[src/rtl/lsme_pkg.sv]
// Shared types, codes and plan builders for the lane sign mode/event sequencer.
// No dependencies; imported by every module of the block.
package lsme_pkg;

	// Event codes
	localparam logic [4:0] EV_REMOTE       = 5'd0;
	localparam logic [4:0] EV_REMOTE_NORM  = 5'd1;
	localparam logic [4:0] EV_REMOTE_SHIFT = 5'd2;
	localparam logic [4:0] EV_SCHED_N2S    = 5'd3;
	localparam logic [4:0] EV_SCHED_S2N    = 5'd4;
	localparam logic [4:0] EV_MAN_NORM     = 5'd5;
	localparam logic [4:0] EV_MAN_CLR      = 5'd6;
	localparam logic [4:0] EV_MAN_SHIFT    = 5'd7;
	localparam logic [4:0] EV_SW_NORM      = 5'd8;
	localparam logic [4:0] EV_SW_CLR       = 5'd9;
	localparam logic [4:0] EV_SW_SHIFT     = 5'd10;
	localparam logic [4:0] EV_MAN_FAIL     = 5'd11;
	localparam logic [4:0] EV_MONITOR      = 5'd12;
	localparam logic [4:0] EV_MON_RELEASE  = 5'd13;
	localparam logic [4:0] EV_FAIL         = 5'd14;
	localparam logic [4:0] EV_POWER_OFF    = 5'd15;
	localparam logic [4:0] EV_POWER_ON     = 5'd16;
	localparam logic [4:0] EV_FAULT_CLR    = 5'd17;
	localparam logic [4:0] EV_FAIL_BACK    = 5'd18;
	localparam logic [4:0] EV_UB_NORM      = 5'd19;
	localparam logic [4:0] EV_UB_CLR       = 5'd20;
	localparam logic [4:0] EV_UB_SHIFT     = 5'd21;
	localparam logic [4:0] EV_UB_FAIL      = 5'd22;

	// Display status codes
	localparam logic [2:0] ST_NORM  = 3'd0;
	localparam logic [2:0] ST_CLR   = 3'd1;
	localparam logic [2:0] ST_SHIFT = 3'd2;
	localparam logic [2:0] ST_FAIL  = 3'd3;
	localparam logic [2:0] ST_CLR_N = 3'd4;
	localparam logic [2:0] ST_CLR_S = 3'd5;

	// Display change commands
	localparam logic [2:0] CMD_NORM  = 3'd0;
	localparam logic [2:0] CMD_CLR   = 3'd1;
	localparam logic [2:0] CMD_SHIFT = 3'd2;
	localparam logic [2:0] CMD_FAIL  = 3'd3;
	localparam logic [2:0] CMD_WAIT  = 3'd4;
	localparam logic [2:0] CMD_POFF  = 3'd5;

	localparam int QUEUE_DEPTH = 2;

	typedef enum logic [1:0] {
		OPM_REMOTE  = 2'd0,
		OPM_MANUAL  = 2'd1,
		OPM_MONITOR = 2'd2
	} mode_t;

	typedef enum logic [1:0] {
		OUT_HANDLED = 2'd0,
		OUT_BUSY    = 2'd1,
		OUT_REFUSED = 2'd2
	} outcome_t;

	// One classified event: up to three commands plus per-event flags
	typedef struct packed {
		logic [2:0] c0;
		logic [2:0] c1;
		logic [2:0] c2;
		logic [1:0] n_cmd;
		logic       flush;
		outcome_t   outcome;
	} plan_t;

	typedef struct packed {
		mode_t mode;
		logic  outage;
	} front_status_t;

	function automatic plan_t plan0();
		plan_t p;
		p = '{c0: CMD_NORM, c1: CMD_NORM, c2: CMD_NORM, n_cmd: 2'd0,
			flush: 1'b0, outcome: OUT_HANDLED};
		return p;
	endfunction

	function automatic plan_t plan1(input logic [2:0] a);
		plan_t p;
		p = plan0();
		p.c0 = a;
		p.n_cmd = 2'd1;
		return p;
	endfunction

	function automatic plan_t plan2(input logic [2:0] a, input logic [2:0] b);
		plan_t p;
		p = plan1(a);
		p.c1 = b;
		p.n_cmd = 2'd2;
		return p;
	endfunction

	function automatic plan_t plan3(input logic [2:0] a, input logic [2:0] b,
			input logic [2:0] c);
		plan_t p;
		p = plan2(a, b);
		p.c2 = c;
		p.n_cmd = 2'd3;
		return p;
	endfunction

	// Status used as a target: plain states map 1:1, both clear variants to clear
	function automatic plan_t status_plan(input logic [2:0] st);
		plan_t p;
		if (st <= ST_FAIL) begin
			p = plan1(st);
		end else if (st == ST_CLR_N || st == ST_CLR_S) begin
			p = plan1(CMD_CLR);
		end else begin
			p = plan0();
		end
		return p;
	endfunction

endpackage

[src/rtl/lsme_front.sv]
// Front end: classifies each accepted event into a command plan and
// updates mode, outage flag and fault pattern. Depends on lsme_pkg.
module lsme_front import lsme_pkg::*; (
	input  logic          clk,
	input  logic          arst_n,
	input  logic          accept,
	input  logic [4:0]    event_code,
	input  logic [2:0]    current_status,
	input  logic [2:0]    schedule_status,
	input  logic [2:0]    status_before_fail,
	input  logic          queue_empty,
	input  logic          rotation_busy,
	input  logic          error_present,
	input  logic          cfg_wr_en,
	input  logic [2:0]    cfg_wr_data,
	output plan_t         plan,
	output front_status_t status
);

	mode_t      mode_q, mode_d;
	logic       outage_q, outage_d;
	logic [2:0] fault_pat_q;
	logic       busy;
	logic [4:0] ev;
	logic [2:0] st, sch;

	assign st  = current_status;
	assign sch = schedule_status;

	always_comb begin
		busy = event_code != EV_REMOTE && event_code != EV_FAIL
			&& (!queue_empty || rotation_busy);
		// plain remote request resolves by schedule
		if (event_code == EV_REMOTE) begin
			ev = (sch == ST_NORM || sch == ST_CLR_N || sch == ST_CLR_S)
				? EV_REMOTE_NORM : EV_REMOTE_SHIFT;
		end else begin
			ev = event_code;
		end
	end

	always_comb begin
		plan     = plan0();
		mode_d   = mode_q;
		outage_d = outage_q;
		if (busy) begin
			plan.outcome = OUT_BUSY;
		end else begin
			unique case (ev)
				EV_REMOTE_NORM: begin
					if (mode_q == OPM_MANUAL) begin
						if (st == ST_NORM) mode_d = OPM_REMOTE;
						else if (st == ST_CLR) begin
							mode_d = OPM_REMOTE;
							plan = plan2(CMD_WAIT, CMD_NORM);
						end else if (st == ST_SHIFT) begin
							mode_d = OPM_REMOTE;
							plan = plan3(CMD_CLR, CMD_WAIT, CMD_NORM);
						end else if (st == ST_FAIL) plan = plan1(CMD_NORM);
					end else if (mode_q == OPM_REMOTE && st == ST_FAIL) begin
						plan = plan3(CMD_CLR, CMD_WAIT, CMD_NORM);
					end
				end
				EV_REMOTE_SHIFT: begin
					if (mode_q == OPM_MANUAL) begin
						if (st == ST_NORM) begin
							mode_d = OPM_REMOTE;
							plan = plan3(CMD_CLR, CMD_WAIT, CMD_SHIFT);
						end else if (st == ST_CLR) begin
							mode_d = OPM_REMOTE;
							plan = plan2(CMD_WAIT, CMD_SHIFT);
						end else if (st == ST_SHIFT) mode_d = OPM_REMOTE;
					end else if (mode_q == OPM_REMOTE && st == ST_FAIL) begin
						plan = plan3(CMD_CLR, CMD_WAIT, CMD_SHIFT);
					end
				end
				EV_SCHED_N2S: begin
					if (mode_q == OPM_REMOTE) begin
						if (error_present) plan = plan1(CMD_FAIL);
						else if (st == ST_NORM) plan = plan3(CMD_CLR, CMD_WAIT, CMD_SHIFT);
					end
				end
				EV_SCHED_S2N: begin
					if (mode_q == OPM_REMOTE) begin
						if (st == ST_SHIFT) plan = plan3(CMD_CLR, CMD_WAIT, CMD_NORM);
						else if (st == ST_FAIL) plan = plan1(CMD_NORM);
					end
				end
				EV_MAN_NORM: begin
					if (mode_q == OPM_REMOTE) begin
						if (st == ST_NORM) mode_d = OPM_MANUAL;
						else if (st == ST_SHIFT) begin
							mode_d = OPM_MANUAL;
							plan = plan3(CMD_CLR, CMD_WAIT, CMD_NORM);
						end
					end else if (mode_q == OPM_MANUAL) begin
						if (st == ST_CLR || st == ST_FAIL) plan = plan1(CMD_NORM);
						else if (st == ST_SHIFT) plan = plan3(CMD_CLR, CMD_WAIT, CMD_NORM);
					end
				end
				EV_MAN_CLR: begin
					if (mode_q == OPM_REMOTE) begin
						if (st == ST_NORM || st == ST_SHIFT) begin
							mode_d = OPM_MANUAL;
							plan = plan1(CMD_CLR);
						end
					end else if (mode_q == OPM_MANUAL) begin
						if (st == ST_NORM || st == ST_SHIFT || st == ST_FAIL)
							plan = plan1(CMD_CLR);
					end
				end
				EV_MAN_SHIFT: begin
					if (mode_q == OPM_REMOTE) begin
						if (st == ST_NORM) begin
							mode_d = OPM_MANUAL;
							plan = plan3(CMD_CLR, CMD_WAIT, CMD_SHIFT);
						end else if (st == ST_SHIFT) mode_d = OPM_MANUAL;
					end else if (mode_q == OPM_MANUAL) begin
						if (st == ST_NORM) plan = plan3(CMD_CLR, CMD_WAIT, CMD_SHIFT);
						else if (st == ST_CLR || st == ST_FAIL) plan = plan1(CMD_SHIFT);
					end
				end
				EV_SW_NORM: begin
					plan.outcome = OUT_REFUSED;
					if (mode_q == OPM_REMOTE) begin
						if (st == ST_NORM) begin
							mode_d = OPM_MANUAL;
							plan.outcome = OUT_HANDLED;
						end else if (st == ST_FAIL || st == ST_CLR) begin
							mode_d = OPM_MANUAL;
							plan = plan1(CMD_NORM);
						end
					end else if (mode_q == OPM_MANUAL) begin
						if (st == ST_NORM || st == ST_CLR || st == ST_FAIL)
							plan = plan1(CMD_NORM);
					end
				end
				EV_SW_CLR: begin
					plan.outcome = OUT_REFUSED;
					if (mode_q == OPM_REMOTE) begin
						if (st == ST_NORM || st == ST_FAIL || st == ST_SHIFT) begin
							mode_d = OPM_MANUAL;
							plan = plan1(CMD_CLR);
						end
					end else if (mode_q == OPM_MANUAL) begin
						if (st <= ST_FAIL) plan = plan1(CMD_CLR);
					end
				end
				EV_SW_SHIFT: begin
					plan.outcome = OUT_REFUSED;
					if (mode_q == OPM_REMOTE) begin
						if (st == ST_CLR || st == ST_FAIL) begin
							mode_d = OPM_MANUAL;
							plan = plan1(CMD_SHIFT);
						end else if (st == ST_SHIFT) begin
							mode_d = OPM_MANUAL;
							plan.outcome = OUT_HANDLED;
						end
					end else if (mode_q == OPM_MANUAL) begin
						if (st == ST_CLR || st == ST_SHIFT || st == ST_FAIL)
							plan = plan1(CMD_SHIFT);
					end
				end
				EV_MAN_FAIL: begin
					if (st <= ST_SHIFT
						&& (mode_q == OPM_REMOTE || mode_q == OPM_MANUAL)) begin
						mode_d = OPM_MANUAL;
						plan = plan1(CMD_FAIL);
					end else begin
						plan.outcome = OUT_REFUSED;
					end
				end
				EV_MONITOR: begin
					if (mode_q == OPM_REMOTE || mode_q == OPM_MONITOR
						|| mode_q == OPM_MANUAL) begin
						if (st == ST_CLR || st == ST_FAIL) plan = plan1(CMD_NORM);
						else if (st == ST_SHIFT) plan = plan3(CMD_CLR, CMD_WAIT, CMD_NORM);
					end
					mode_d = OPM_MONITOR;
				end
				EV_MON_RELEASE: begin
					if (st == ST_NORM) plan = plan1(CMD_NORM);
					else if (st == ST_CLR || st == ST_FAIL) plan = plan1(CMD_WAIT);
					else if (st == ST_SHIFT) plan = plan2(CMD_CLR, CMD_WAIT);
					mode_d = OPM_REMOTE;
				end
				EV_FAIL: begin
					if (mode_q == OPM_REMOTE && (sch == ST_CLR_N || sch == ST_CLR
						|| sch == ST_SHIFT || sch == ST_CLR_S)) begin
						if (st != ST_FAIL) plan = plan1(CMD_FAIL);
					end else begin
						plan.outcome = OUT_REFUSED;
					end
				end
				EV_POWER_OFF: begin
					if ((mode_q == OPM_REMOTE || mode_q == OPM_MANUAL)
						&& st == ST_SHIFT) begin
						plan = plan1(CMD_POFF);
						plan.flush = 1'b1;
						outage_d = 1'b1;
					end else begin
						plan.outcome = OUT_REFUSED;
					end
				end
				EV_POWER_ON: begin
					// skip the restore when the fault pattern already shows the target
					if (sch == ST_NORM || sch == ST_CLR_S) begin
						if (fault_pat_q != ST_NORM) plan = plan1(CMD_NORM);
					end else if (sch == ST_CLR) begin
						if (fault_pat_q != ST_CLR) plan = plan1(CMD_CLR);
					end else if (sch == ST_SHIFT || sch == ST_CLR_N) begin
						if (fault_pat_q != ST_SHIFT) plan = plan2(CMD_WAIT, CMD_SHIFT);
					end
					outage_d = 1'b0;
				end
				EV_FAULT_CLR: begin
					if (st == ST_FAIL) begin
						if (mode_q == OPM_REMOTE) plan = status_plan(sch);
						else if (mode_q == OPM_MANUAL) plan = status_plan(status_before_fail);
						else if (mode_q == OPM_MONITOR) plan = plan1(CMD_NORM);
					end
				end
				EV_FAIL_BACK: begin
					mode_d = OPM_REMOTE;
					if (st == ST_FAIL) plan = plan1(CMD_NORM);
				end
				EV_UB_NORM, EV_UB_CLR, EV_UB_SHIFT, EV_UB_FAIL: begin
					if (mode_q == OPM_REMOTE) plan = plan1(3'(ev - EV_UB_NORM));
					else plan.outcome = OUT_REFUSED;
				end
				default: begin
					plan.outcome = OUT_REFUSED;
				end
			endcase
		end
	end

	always_ff @(posedge clk or negedge arst_n) begin
		if (!arst_n) begin
			mode_q      <= OPM_REMOTE;
			outage_q    <= 1'b0;
			fault_pat_q <= ST_NORM;
		end else begin
			if (accept) begin
				mode_q   <= mode_d;
				outage_q <= outage_d;
			end
			if (cfg_wr_en) fault_pat_q <= cfg_wr_data;
		end
	end

	assign status.mode   = mode_q;
	assign status.outage = outage_q;

endmodule

[src/rtl/lsme_queue.sv]
// Small FIFO of classified event plans between front and back end.
// Depends on lsme_pkg for plan_t.
module lsme_queue import lsme_pkg::*; #(
	parameter int DEPTH = QUEUE_DEPTH
) (
	input  logic  clk,
	input  logic  arst_n,
	input  logic  push,
	input  plan_t push_data,
	output logic  full,
	input  logic  pop,
	output logic  head_valid,
	output plan_t head_data
);

	localparam int PW = $clog2(DEPTH);
	localparam int CW = $clog2(DEPTH + 1);

	plan_t          entry_q [DEPTH];
	logic [PW-1:0]  wr_ptr_q, rd_ptr_q;
	logic [CW-1:0]  count_q;

	function automatic logic [PW-1:0] ptr_inc(input logic [PW-1:0] p);
		return (p == PW'(DEPTH - 1)) ? '0 : p + PW'(1);
	endfunction

	assign full       = count_q == CW'(DEPTH);
	assign head_valid = count_q != '0;
	assign head_data  = entry_q[rd_ptr_q];

	always_ff @(posedge clk) begin
		if (push) entry_q[wr_ptr_q] <= push_data;
	end

	always_ff @(posedge clk or negedge arst_n) begin
		if (!arst_n) begin
			wr_ptr_q <= '0;
			rd_ptr_q <= '0;
			count_q  <= '0;
		end else begin
			if (push) wr_ptr_q <= ptr_inc(wr_ptr_q);
			if (pop)  rd_ptr_q <= ptr_inc(rd_ptr_q);
			if (push && !pop)      count_q <= count_q + CW'(1);
			else if (pop && !push) count_q <= count_q - CW'(1);
		end
	end

endmodule

[src/rtl/lsme_back.sv]
// Back end: walks the head plan into the output register one result per cycle
// while out_ready allows. Depends on lsme_pkg.
module lsme_back import lsme_pkg::*; (
	input  logic       clk,
	input  logic       arst_n,
	input  logic       head_valid,
	input  plan_t      head_data,
	output logic       pop,
	output logic       out_valid,
	input  logic       out_ready,
	output logic [2:0] command,
	output logic       has_command,
	output logic       flush_queue,
	output logic [1:0] outcome,
	output logic       last
);

	logic [1:0] idx_q;
	logic [1:0] last_idx;
	logic       load, is_last;
	logic [2:0] cmd_sel;
	logic       out_valid_q;

	assign load     = head_valid && (!out_valid_q || out_ready);
	// a plan with no command still yields one result
	assign last_idx = (head_data.n_cmd == 2'd0) ? 2'd0 : head_data.n_cmd - 2'd1;
	assign is_last  = idx_q == last_idx;
	assign pop      = load && is_last;

	always_comb begin
		unique case (idx_q)
			2'd0:    cmd_sel = head_data.c0;
			2'd1:    cmd_sel = head_data.c1;
			default: cmd_sel = head_data.c2;
		endcase
	end

	always_ff @(posedge clk or negedge arst_n) begin
		if (!arst_n) begin
			idx_q       <= 2'd0;
			out_valid_q <= 1'b0;
		end else begin
			if (load) begin
				idx_q       <= is_last ? 2'd0 : idx_q + 2'd1;
				out_valid_q <= 1'b1;
			end else if (out_ready) begin
				out_valid_q <= 1'b0;
			end
		end
	end

	always_ff @(posedge clk) begin
		if (load) begin
			command     <= (head_data.n_cmd == 2'd0) ? CMD_NORM : cmd_sel;
			has_command <= head_data.n_cmd != 2'd0;
			flush_queue <= head_data.flush && idx_q == 2'd0;
			outcome     <= head_data.outcome;
			last        <= is_last;
		end
	end

	assign out_valid = out_valid_q;

endmodule

[src/rtl/lane_sign_mode_event_sequencer.sv]
// Top level of the lane sign mode/event sequencer: front classifier, plan
// queue and back-end result sequencer. Depends on lsme_pkg and the lsme_* modules.
//
//  channel | handshake              | payload
//  --------+------------------------+-------------------------------------------
//  in      | in_valid / in_ready    | event_code, current_status, schedule_status,
//          |                        | status_before_fail, queue_empty,
//          |                        | rotation_busy, error_present
//  out     | out_valid / out_ready  | command, has_command, flush_queue,
//          |                        | outcome, last
//  cfg     | cfg_wr_en (no wait)    | cfg_wr_data = fault pattern
//
// An event is classified in the cycle it is accepted; mode and outage flag update
// at that edge, so the next event can be accepted in the very next cycle.
// Each event yields 1 to 3 result transactions, one per cycle from the back end
// while out_ready holds; the plan queue takes new events meanwhile.
// The first result of an event is registered in the plan queue and then in the
// output register before out_valid shows it.
// Input stalls only when the QUEUE_DEPTH-entry plan queue is full; output stalls
// hold the output register. Reset: remote mode, no outage, fault pattern normal.
module lane_sign_mode_event_sequencer import lsme_pkg::*; #(
	parameter int QUEUE_DEPTH_P = QUEUE_DEPTH
) (
	input  logic       clk,
	input  logic       arst_n,
	input  logic       in_valid,
	output logic       in_ready,
	input  logic [4:0] event_code,
	input  logic [2:0] current_status,
	input  logic [2:0] schedule_status,
	input  logic [2:0] status_before_fail,
	input  logic       queue_empty,
	input  logic       rotation_busy,
	input  logic       error_present,
	output logic       out_valid,
	input  logic       out_ready,
	output logic [2:0] command,
	output logic       has_command,
	output logic       flush_queue,
	output logic [1:0] outcome,
	output logic       last,
	input  logic       cfg_wr_en,
	input  logic [2:0] cfg_wr_data
);

	plan_t         front_plan, head_plan;
	front_status_t front_status;
	logic          accept, q_full, head_valid, pop;

	assign in_ready = !q_full;
	assign accept   = in_valid && in_ready;

	lsme_front u_front (
		.clk                (clk),
		.arst_n             (arst_n),
		.accept             (accept),
		.event_code         (event_code),
		.current_status     (current_status),
		.schedule_status    (schedule_status),
		.status_before_fail (status_before_fail),
		.queue_empty        (queue_empty),
		.rotation_busy      (rotation_busy),
		.error_present      (error_present),
		.cfg_wr_en          (cfg_wr_en),
		.cfg_wr_data        (cfg_wr_data),
		.plan               (front_plan),
		.status             (front_status)
	);

	lsme_queue #(
		.DEPTH (QUEUE_DEPTH_P)
	) u_queue (
		.clk        (clk),
		.arst_n     (arst_n),
		.push       (accept),
		.push_data  (front_plan),
		.full       (q_full),
		.pop        (pop),
		.head_valid (head_valid),
		.head_data  (head_plan)
	);

	lsme_back u_back (
		.clk         (clk),
		.arst_n      (arst_n),
		.head_valid  (head_valid),
		.head_data   (head_plan),
		.pop         (pop),
		.out_valid   (out_valid),
		.out_ready   (out_ready),
		.command     (command),
		.has_command (has_command),
		.flush_queue (flush_queue),
		.outcome     (outcome),
		.last        (last)
	);

	// A command-less result is always the single, final result of its event
	a_nocmd_single: assert property (@(posedge clk) disable iff (!arst_n)
		out_valid && !has_command |-> command == CMD_NORM && last)
		else $error("command-less result not a lone last result");

	// Flush only rides on a handled power-off command
	a_flush_poff: assert property (@(posedge clk) disable iff (!arst_n)
		out_valid && flush_queue |-> has_command && command == CMD_POFF
			&& outcome == OUT_HANDLED)
		else $error("flush without handled power-off");

	// Outage flag is only raised by an accepted power-off event
	a_outage_src: assert property (@(posedge clk) disable iff (!arst_n)
		$rose(front_status.outage) |-> $past(accept && event_code == EV_POWER_OFF))
		else $error("outage flag set without power-off transaction");

	// Plan queue never pops while empty
	a_pop_valid: assert property (@(posedge clk) disable iff (!arst_n)
		pop |-> head_valid)
		else $error("plan queue popped while empty");

endmodule

[config.mk]
export PLATFORM = sky130hd
export DESIGN_NAME = lane_sign_mode_event_sequencer
export DESIGN_NICKNAME = d
export VERILOG_FILES = /design/src/rtl/lsme_pkg.sv /design/src/rtl/lsme_front.sv /design/src/rtl/lsme_queue.sv /design/src/rtl/lsme_back.sv /design/src/rtl/lane_sign_mode_event_sequencer.sv
export SDC_FILE = /design/constraint.sdc
export NUM_CORES = 1
export LEC_CHECK = 0
export ABC_AREA = 1
export BUFFER_PORTS_ARGS = -buffer_cell sky130_fd_sc_hd__clkbuf_2
export CAP_MARGIN = 20
export CORE_ASPECT_RATIO = 1.1
export CORE_MARGIN = 4
export CORE_UTILIZATION = 40
export CTS_BUF_LIST = sky130_fd_sc_hd__clkbuf_2 sky130_fd_sc_hd__clkbuf_4 sky130_fd_sc_hd__clkbuf_8
export DETAILED_ROUTE_END_ITERATION = 10
export PLACE_DENSITY_LB_ADDON = 0.1
export SLEW_MARGIN = 10
export SYNTH_ARGS = -nofsm -noshare
export SYNTH_HDL_FRONTEND = slang
export SYNTH_SLANG_ARGS = --single-unit
[constraint.sdc]
create_clock -name clk -period 2.3 [get_ports clk]
set_clock_uncertainty 0.1 [all_clocks]
set_input_delay 0.345 -clock clk [delete_from_list [all_inputs] [get_ports clk]]
set_output_delay 0.345 -clock clk [all_outputs]
set_load 0.02 [all_outputs]
# == Word-level counts from Yosys, hierarchy flattened ==
# Memories as Yosys holds them, arrays and structs flattened.
# Index checks and enable logic that the tools add are counted.
# word_totals
reg_bits,20
ramBits,28
inputBits,25
output_inout_bits,10
wordCells,239
mem_count,1
# op_classes
addsub,7
n_lt_le_gt_ge,4
n_eq_ne,51
n_mux,105
bitwise_logic,1
reduce_logical,58
# mem_list
name,depth,word_bits,rd,rd_ports_with_merged_regs,wr,line_no,source
u_queue.entry_q,2,14,1,0,1,lsme_queue.sv:19,plan_t entry_q [DEPTH];
# ops
cell,count
$mux W14,28
$mux W12,21
$pmux W12 S19,1
$mux W13,6
$mux W2,31
$eq A5 B4 Y1 const B,8
$pmux W2 S19,1
$eq A5 B5 Y1 const B,7
$mux W4,6
$logic_or A1 B1 Y1,23
$mux W11,2
$eq A5 B3 Y1 const B,4
$ne A2 B1 Y1 const B,9
$pmux W2 S9,1
$reduce_and A14 Y1,1
$eq A3 B3 Y1 const B,4
$le A3 B2 Y1 const B,4
$logic_and A1 B1 Y1,12
$eq A5 B2 Y1 const B,2
$eq A3 B2 Y1 const B,3
$reduce_bool A9 Y1,1
$reduce_bool A2 Y1,4
$eq A3 B1 Y1 const B,2
$logic_not A2 Y1,3
23 further kinds,42

# == Depth between registers and ports, before layout ==
# Gate-level depths: netlist (run 1).
# depth
ltp_word,9
ltp_mapped,17
mapped_depth_nobuf,17

# == By module ==
# Synthesis (run 1) repeated with hierarchy kept, for this count alone.
# hier_totals
cells_unflattened,461
area_unflattened_um2,3485.8
# by_module_without_submodules
module,n_inst,cells_per_inst,area_each_um2,seq_area_each_um2
lsme_front,1,331,1677.9,150.1
lsme_queue,1,69,1270.0,940.9
lsme_back,1,58,524.3,315.3
lane_sign_mode_event_sequencer,1,3,13.8,0.0

# == Worst setup path before layout (run 1) ==
# Ideal clock, no wire load.
# synth_path
path_kind,input -> register
from,input event_code[3]
to,"memory u_queue.entry_q[0][2] (netlist bit), data pin"
setup_ns,0.256
arrival_ns,1.899
t_required_ns,1.944
setup_slack_ns,0.045
cell_stages,13
n_path_buf,0
cell_sequence,nor2_2 > nand4_2 > inv_1 > a21oi_1 > ha_1 > nand2_1 > nor2_2 > nor2_2 > nand3_1 > nor3b_2 > nand2_1 > nand2_1 > nor2_1
# synth_rtl
element,line_no,source
"start, declared",lane_sign_mode_event_sequencer.sv:28,"input logic [4:0] event_code,"
"end, declared",lsme_queue.sv:19,

==> results.sh, run 1 <==
export IMPL_clock_sinks=42
export IMPL_max_freq_mhz=466
export IMPL_worst_path_largest_cell_delay_ns=0.30
export IMPL_grt_first_pass_wirelength_um=14000
export IMPL_crit_path_max_fanout=5
export IMPL_synth_main_ff_cell="edfxtp_1"
export IMPL_fp_dieArea_um2=8940
export IMPL_r2r_end="u_queue.entry_q[1][11]$_DFFE_PP_"
export IMPL_cp_data_required_time_ns=2.33
export IMPL_vias_per_cell=5.07
export IMPL_slew_viol_final=0
export IMPL_rr_worst_depth=9
export IMPL_fp_dieW_um=90.5
export IMPL_hold_depth=2
export IMPL_grt_max_degree=14
export IMPL_wire_per_inst_um=14.8
export IMPL_place_gp_congestion=0.931
export IMPL_grt_ovfl_total=0
export IMPL_finalPower_uw=3020
export IMPL_min_period_over_period_pct=93.2
export IMPL_drt_iter0_drc=171
export IMPL_synthToLayoutAreaGrowth_pct=24.6
export IMPL_ys_ff_latch=42
export IMPL_final_cells=589
export IMPL_hold_end="u_back.out_valid$_DFFE_PN0P_"
export IMPL_min_period_ns=2.14
export IMPL_setup_viol=0
export IMPL_dp_hpwl_um=7200
export IMPL_worstReg2RegStart="u_front.mode_q[0]$_DFFE_PN0P_"
export IMPL_slew_headroom_pct=71.0
export IMPL_core_area_um2=7170
export IMPL_initial_utilization_pct=41.8
export IMPL_syn_inst=425
export IMPL_cpMostUsedCell="nor2_1"
export IMPL_critPathArrivalTime_ns=2.18
export IMPL_first_pass_iters=5
export IMPL_power_switching_uw=1160
export IMPL_setup_tns_ns=0
export IMPL_seq_area_frac_synth_pct=40.1
export IMPL_rows=32
export IMPL_path_class="input pin to register"
export IMPL_sw_frac_of_total_pct=38.4
export IMPL_vias=2986
export IMPL_cts_buffers=5
export IMPL_grt_pass1_vias=2959
export IMPL_synthesis_nets=456
export IMPL_cp_startpoint="event_code[3]"
export IMPL_slowest_stage="nor2_2"
export IMPL_async_flop_share_pct=28.6
export IMPL_rsz0062_at_grt="true"
export IMPL_p_comb_share_pct=41.2
export IMPL_intPower_uw=1860
export IMPL_tightest_slew_ns=0.434
export IMPL_placedInstanceArea_um2=3550
export IMPL_synth_area_um2=3000
export IMPL_synth_edff_count=30
export IMPL_yosys_area_top_type="edfxtp_1"
export IMPL_p_seq_share_pct=40.2
export IMPL_remaining_drc_errors=0
export IMPL_p_per_area_nw_per_um2=808
export IMPL_yosys_top_cells_area="edfxtp_1, nand2_1, dfrtp_1"
export IMPL_drive_gt1_share_pct=26.4
export IMPL_root_buffer="clkbuf_8"
export IMPL_routed_wl_um=8750
export IMPL_endpoint_kind="register"
export IMPL_min_path_type="input pin to register"
export IMPL_num_antenna_cells=0
export IMPL_min_delay_start="out_ready"
export IMPL_port_buffers=34
export IMPL_cts_tree="yes"
export IMPL_whs_ns=0.140
export IMPL_synth_cell_types=38
export IMPL_syn_area_per_cell_um2=7.05
export IMPL_drv_cap=0
export IMPL_path_clk_slew_ns=0.08
export IMPL_status="completed"
export IMPL_synth_top_area_share_pct=30.1
export IMPL_layout_nets=534
export IMPL_die_h_um=98.8
export IMPL_p_leak_uw=0.00189
export IMPL_p_clk_share_pct=18.6
export IMPL_clk_latency_ns=0.29
export IMPL_r2r_slack_ns=0.18
export IMPL_grt_total_usage_pct=19.7
export IMPL_ios=35
export IMPL_clock_path_buffers=2
export IMPL_final_antenna_net_count=0
export IMPL_h_tree_depth=2
export IMPL_synth_warnings=0
export IMPL_dp_cells=579
export IMPL_finalInstanceArea_um2=3730
export IMPL_worstPathCellList="clkbuf_2, nor2_4, nand4_2, inv_2, a21oi_2, inv_1, ha_1, nand2_2, nor2_2, o211ai_2, nand2_1, nor2_1, nand2_1, nor2_1, nor2_1"
export IMPL_antenna_found_initial=0
export IMPL_hold_violations=0
export IMPL_critPathLaunchType="input pin"
export IMPL_peakVddDrop_v=0.000299
sequential cells by signal, summed over array words and instances (netlist names):
register	flops
u_queue.rd_ptr_q	1
u_queue.entry_q	22
u_queue.wr_ptr_q	1
u_queue.count_q	2
u_back.last	1
u_front.mode_q	2
u_back.flush_queue	1
u_front.fault_pat_q	3
u_back.outcome	2
u_back.has_command	1
u_back.out_valid	1
u_back.idx_q	2
u_back.command	3
cell families (layout without fill, tap and decap cells):
family | Yosys count | in the layout | share of synthesized area (%)
compound gates | 55 | 55 | 10.2
xor+xnor | 3 | 3 | 0.877
fa+ha+maj | 6 | 6 | 2.51
buf+inv | 67 | 146 | 8.64
flops | 42 | 42 | 40.1
simple gates | 252 | 252 | 37.7
power by group through the flow:
stage	sequential, uW	clock [uW]	combinational (uW)
floorplan	1310	0	735
global placement	1230	0	1220
detailed placement	1230	0	1230
CTS	1210	577	1240
global route	1230	616	1400
finish	1210	562	1240
synth_stat cells, types with 3 or more instances:
master      n
nand2_1   119
nor2_1     59
inv_1      51
nand3_1    42
edfxtp_1   30
o21ai_0    26
a21oi_1    14
dfrtp_1    12
inv_2      10
nor2_2     10
ha_1        6
nand4_1     4
o21ai_1     4
buf_2       3
nand2_2     3
nand3_2     3
nor2_4      3
nor3_1      3
timing repair:
| item | in CTS | in global routing |
|---|---|---|
| setup buffers | 0 | 1 |
| hold endpoints to repair | 12 | 0 |
| pin swaps | 0 | 5 |
| endpoints found under the setup margin | 10 | 18 |
| resized for setup | 1 | 21 |
| hold buffers | 1 | 0 |
per-layer routing:
metal  vias up  GRT usage (%)  routed length [um]
met5         -              0                   0
li1       1534              -                   -
met3        29           2.29                 301
met2        88           35.2                4370
met4         0           10.4                 395
met1      1335           23.0                3680
worst max-delay path by stage:
stage	endpoint	slack, ns	cells past startpoint
final	u_queue.entry_q[0][3]$_DFFE_PP_	0.16	15
after global routing	u_queue.entry_q[0][3]$_DFFE_PP_	0.001	17
after CTS	u_queue.entry_q[1][11]$_DFFE_PP_	0.007	18
after detailed placement	u_queue.entry_q[0][11]$_DFFE_PP_	-0.39	18
after global placement	u_queue.entry_q[0][11]$_DFFE_PP_	-0.31	18
after floorplan	u_queue.entry_q[0][2]$_DFFE_PP_	0.04	13
final cells by class:
cell class | count | area [um^2]
flip-flops and latches | 42 | 1200
clock inverters | 3 | 40.0
repair buffers | 76 | 488
fillers | 708 | 3430
well taps | 85 | 106
multi-input cells | 316 | 1600
clock buffers | 5 | 68.8
inverters | 62 | 233
stage by stage:
| step | setup WS (ns) | util, % |
|---|---|---|
| 3_3_place_gp | -0.313 | 49.5 |
| 4_1_cts | 0.00651 | 51.2 |
| 2_1_floorplan | 0.0448 | - |
| 3_5_place_dp | -0.391 | 49.5 |
| 6_report | 0.155 | 52.1 |
| 5_1_grt | 0.00110 | 52.1 |
cell usage in the layout, fill, tap and decap left out, types with 2 or more instances in the layout:
| cell type | count |
|---|---|
| clkbuf_2 | 34 |
| nand2_2 | 7 |
| o21ai_2 | 2 |
| nor3_1 | 3 |
| nor2_2 | 9 |
| nand4_1 | 4 |
| nand2_1 | 115 |
| dfrtp_1 | 12 |
| inv_2 | 14 |
| nand3_2 | 4 |
| clkinv_2 | 2 |
| buf_4 | 41 |
| edfxtp_1 | 30 |
| inv_1 | 48 |
| o21ai_0 | 25 |
| o21a_1 | 2 |
| o21ai_1 | 4 |
| nor2_1 | 57 |
| ha_1 | 5 |
| xnor2_1 | 2 |
| nor2_4 | 6 |
| a31oi_1 | 2 |
| clkbuf_8 | 5 |
| a21oi_1 | 12 |
| nand3_1 | 41 |
worst max-delay path: cells and delay by family:
| kind | cells | cell delay, ns |
|---|---|---|
| simple gates | 9 | 1.08 |
| buf+inv | 3 | 0.28 |
| compound gates | 2 | 0.23 |
| fa+ha+maj | 1 | 0.23 |
Power figures use the tool's default switching activity.
==> run 2: changes to the inputs <==
--- a/config.mk
+++ b/config.mk
@@ -13,6 +13,7 @@
 export CORE_UTILIZATION = 40
 export CTS_BUF_LIST = sky130_fd_sc_hd__clkbuf_2 sky130_fd_sc_hd__clkbuf_4 sky130_fd_sc_hd__clkbuf_8
 export DETAILED_ROUTE_END_ITERATION = 10
+export MAX_ROUTING_LAYER = met4
 export PLACE_DENSITY_LB_ADDON = 0.1
 export SLEW_MARGIN = 10
 export SYNTH_ARGS = -nofsm -noshare
==> results.sh, run 2 (same netlist as run 1, synthesis figures left out) <==
export IMPL_place_gp_congestion=1.01
export IMPL_critPathArrivalTime_ns=2.22
export IMPL_clock_sinks=42
export IMPL_worstPathCellList="clkbuf_2, inv_1, nand2_1, nand2_2, inv_1, a21oi_4, ha_2, nand2_1, buf_4, nor2_4, nand3_1, o21ai_1, inv_1, nand2_1, nor2_1, nor2_1"
export IMPL_grt_pass1_vias=2829
export IMPL_cts_tree="yes"
export IMPL_grt_first_pass_wirelength_um=13700
export IMPL_dp_hpwl_um=6990
export IMPL_min_period_ns=2.18
export IMPL_p_leak_uw=0.00190
export IMPL_clk_latency_ns=0.29
export IMPL_drt_iter0_drc=123
export IMPL_grt_ovfl_total=0
export IMPL_largest_reg_flops=22
export IMPL_layout_common_cells="nand2_1, nor2_1, inv_1, buf_4, nand3_1"
export IMPL_drv_cap=0
export IMPL_path_class="input pin to register"
export IMPL_root_buffer="clkbuf_8"
export IMPL_wire_per_inst_um=14.2
export IMPL_rows=32
export IMPL_top_register="u_queue.entry_q"
export IMPL_whs_ns=0.137
export IMPL_initial_utilization_pct=41.8
export IMPL_min_path_type="input pin to register"
export IMPL_p_per_area_nw_per_um2=827
export IMPL_h_tree_depth=2
export IMPL_path_clk_slew_ns=0.08
export IMPL_grt_total_usage_pct=19.8
export IMPL_reg_top3="u_queue.entry_q: 22 flops, u_back.command: 3 flops, u_front.fault_pat_q: 3 flops"
export IMPL_peakVddDrop_v=0.000351
export IMPL_remaining_drc_errors=0
export IMPL_min_period_over_period_pct=94.8
export IMPL_cts_buffers=5
export IMPL_max_freq_mhz=459
export IMPL_fp_dieArea_um2=8940
export IMPL_worst_path_largest_cell_delay_ns=0.25
export IMPL_fin_util_pct=52.8
export IMPL_die_h_um=98.8
export IMPL_clock_path_buffers=2
export IMPL_vias_per_cell=4.97
export IMPL_fin_ws_ns=0.119
export IMPL_num_antenna_cells=0
export IMPL_seq_area_um2=1200
export IMPL_setup_tns_ns=0
export IMPL_synthToLayoutAreaGrowth_pct=26.4
export IMPL_routed_wl_um=8410
export IMPL_multi_input_area_um2=1600
export IMPL_rsz0062_at_grt="true"
export IMPL_crit_path_max_fanout=5
export IMPL_cp_data_required_time_ns=2.34
export IMPL_hold_violations=0
export IMPL_layout_nets=537
export IMPL_setup_viol=0
export IMPL_core_area_um2=7170
export IMPL_grt_max_degree=15
export IMPL_slew_viol_final=0
export IMPL_tightest_slew_ns=0.505
export IMPL_fp_dieW_um=90.5
export IMPL_pre_cts_ws_ns=-0.489
export IMPL_slowest_stage="ha_2"
export IMPL_antenna_found_initial=0
export IMPL_ios=35
export IMPL_slew_headroom_pct=66.3
export IMPL_port_buffers=34
export IMPL_endpoint_kind="register"
export IMPL_status="completed"
export IMPL_final_common_cell="nand2_1"
export IMPL_vias=2943
export IMPL_drive_gt1_share_pct=27.6
export IMPL_final_antenna_net_count=0
export IMPL_first_pass_iters=4
export IMPL_fill_cells=743
export IMPL_critPathLaunchType="input pin"
==> run 2: changes by cell type in the layout (fill, tap and decap cells not counted), sizes merged <==
cell    change
buf         +3
bufinv      +1
clkinv      -1
==> run 2: metal layers <==
layer  up-vias  GRT usage, %  routed length [um]
li1       1537             -                   -
met1      1285          23.1                3540
met2        83          32.6                4070
met3        38          1.98                 281
met4         0          12.7                 523
met5         -             -                   0
==> run 2: final timing paths <==
path | from | to | slack, ns | depth (start not counted)
max | schedule_status[2] | u_queue.entry_q[1][11]$_DFFE_PP_ | 0.12 | 16
min | out_ready | u_back.out_valid$_DFFE_PN0P_ | 0.14 | 2
max in group asynchronous | arst_n | u_front.mode_q[0]$_DFFE_PN0P_ | 1.50 | 2
max reg2reg | u_front.mode_q[1]$_DFFE_PN0P_ | u_queue.entry_q[0][12]$_DFFE_PP_ | 0.23 | 12
min in group asynchronous | arst_n | u_queue.wr_ptr_q$_DFFE_PN0P_ | 0.37 | 2
min reg2reg | u_queue.count_q[0]$_DFFE_PN0P_ | u_queue.count_q[0]$_DFFE_PN0P_ | 0.41 | 1
==> run 2: timing repair <==
| item | 4_1_cts | 5_1_grt |
|---|---|---|
| hold buffers | 1 | 0 |
| buffers inserted | 1 | 2 |
| pin swaps | 1 | 7 |
| endpoints found under the hold margin | 12 | 0 |
| resized for setup | 2 | 22 |
| endpoints found under the setup margin | 14 | 16 |
==> run 2: stage by stage <==
stage,area [um^2],power [uW],cells
detailed placement,3550,2450,580
CTS,3710,3150,590
global placement,3550,2450,580
finish,3790,3130,592
global route,3790,3380,592
floorplan,3000,2050,425
==> run 2: layout make-up <==
class	count	area share, %
clock buffer	5	1.82
clock inverter	3	1.82
sequential	42	31.7
multi-input combinational	316	42.2
tap	85	2.81
timing repair buffer	79	13.5
inverter	62	6.14
==> run 2: power breakdown <==
group          internal, uW  total [uW]  leakage [uW]  switching [uW]
combinational           438        1240       0.00140             804
sequential             1110        1210      0.000440            99.1
clock                   435         686     0.0000683             251
total                  1980        3130       0.00190            1150
==> run 2: worst max-delay path, delay by kind of cell <==
kind / cells / cell delay [ns]
AND/OR/NAND/NOR: 8 / 0.84
AO/OA/AOI/OAI: 2 / 0.31
adder cells (fa/ha/maj): 1 / 0.25
buffers and inverters: 5 / 0.47
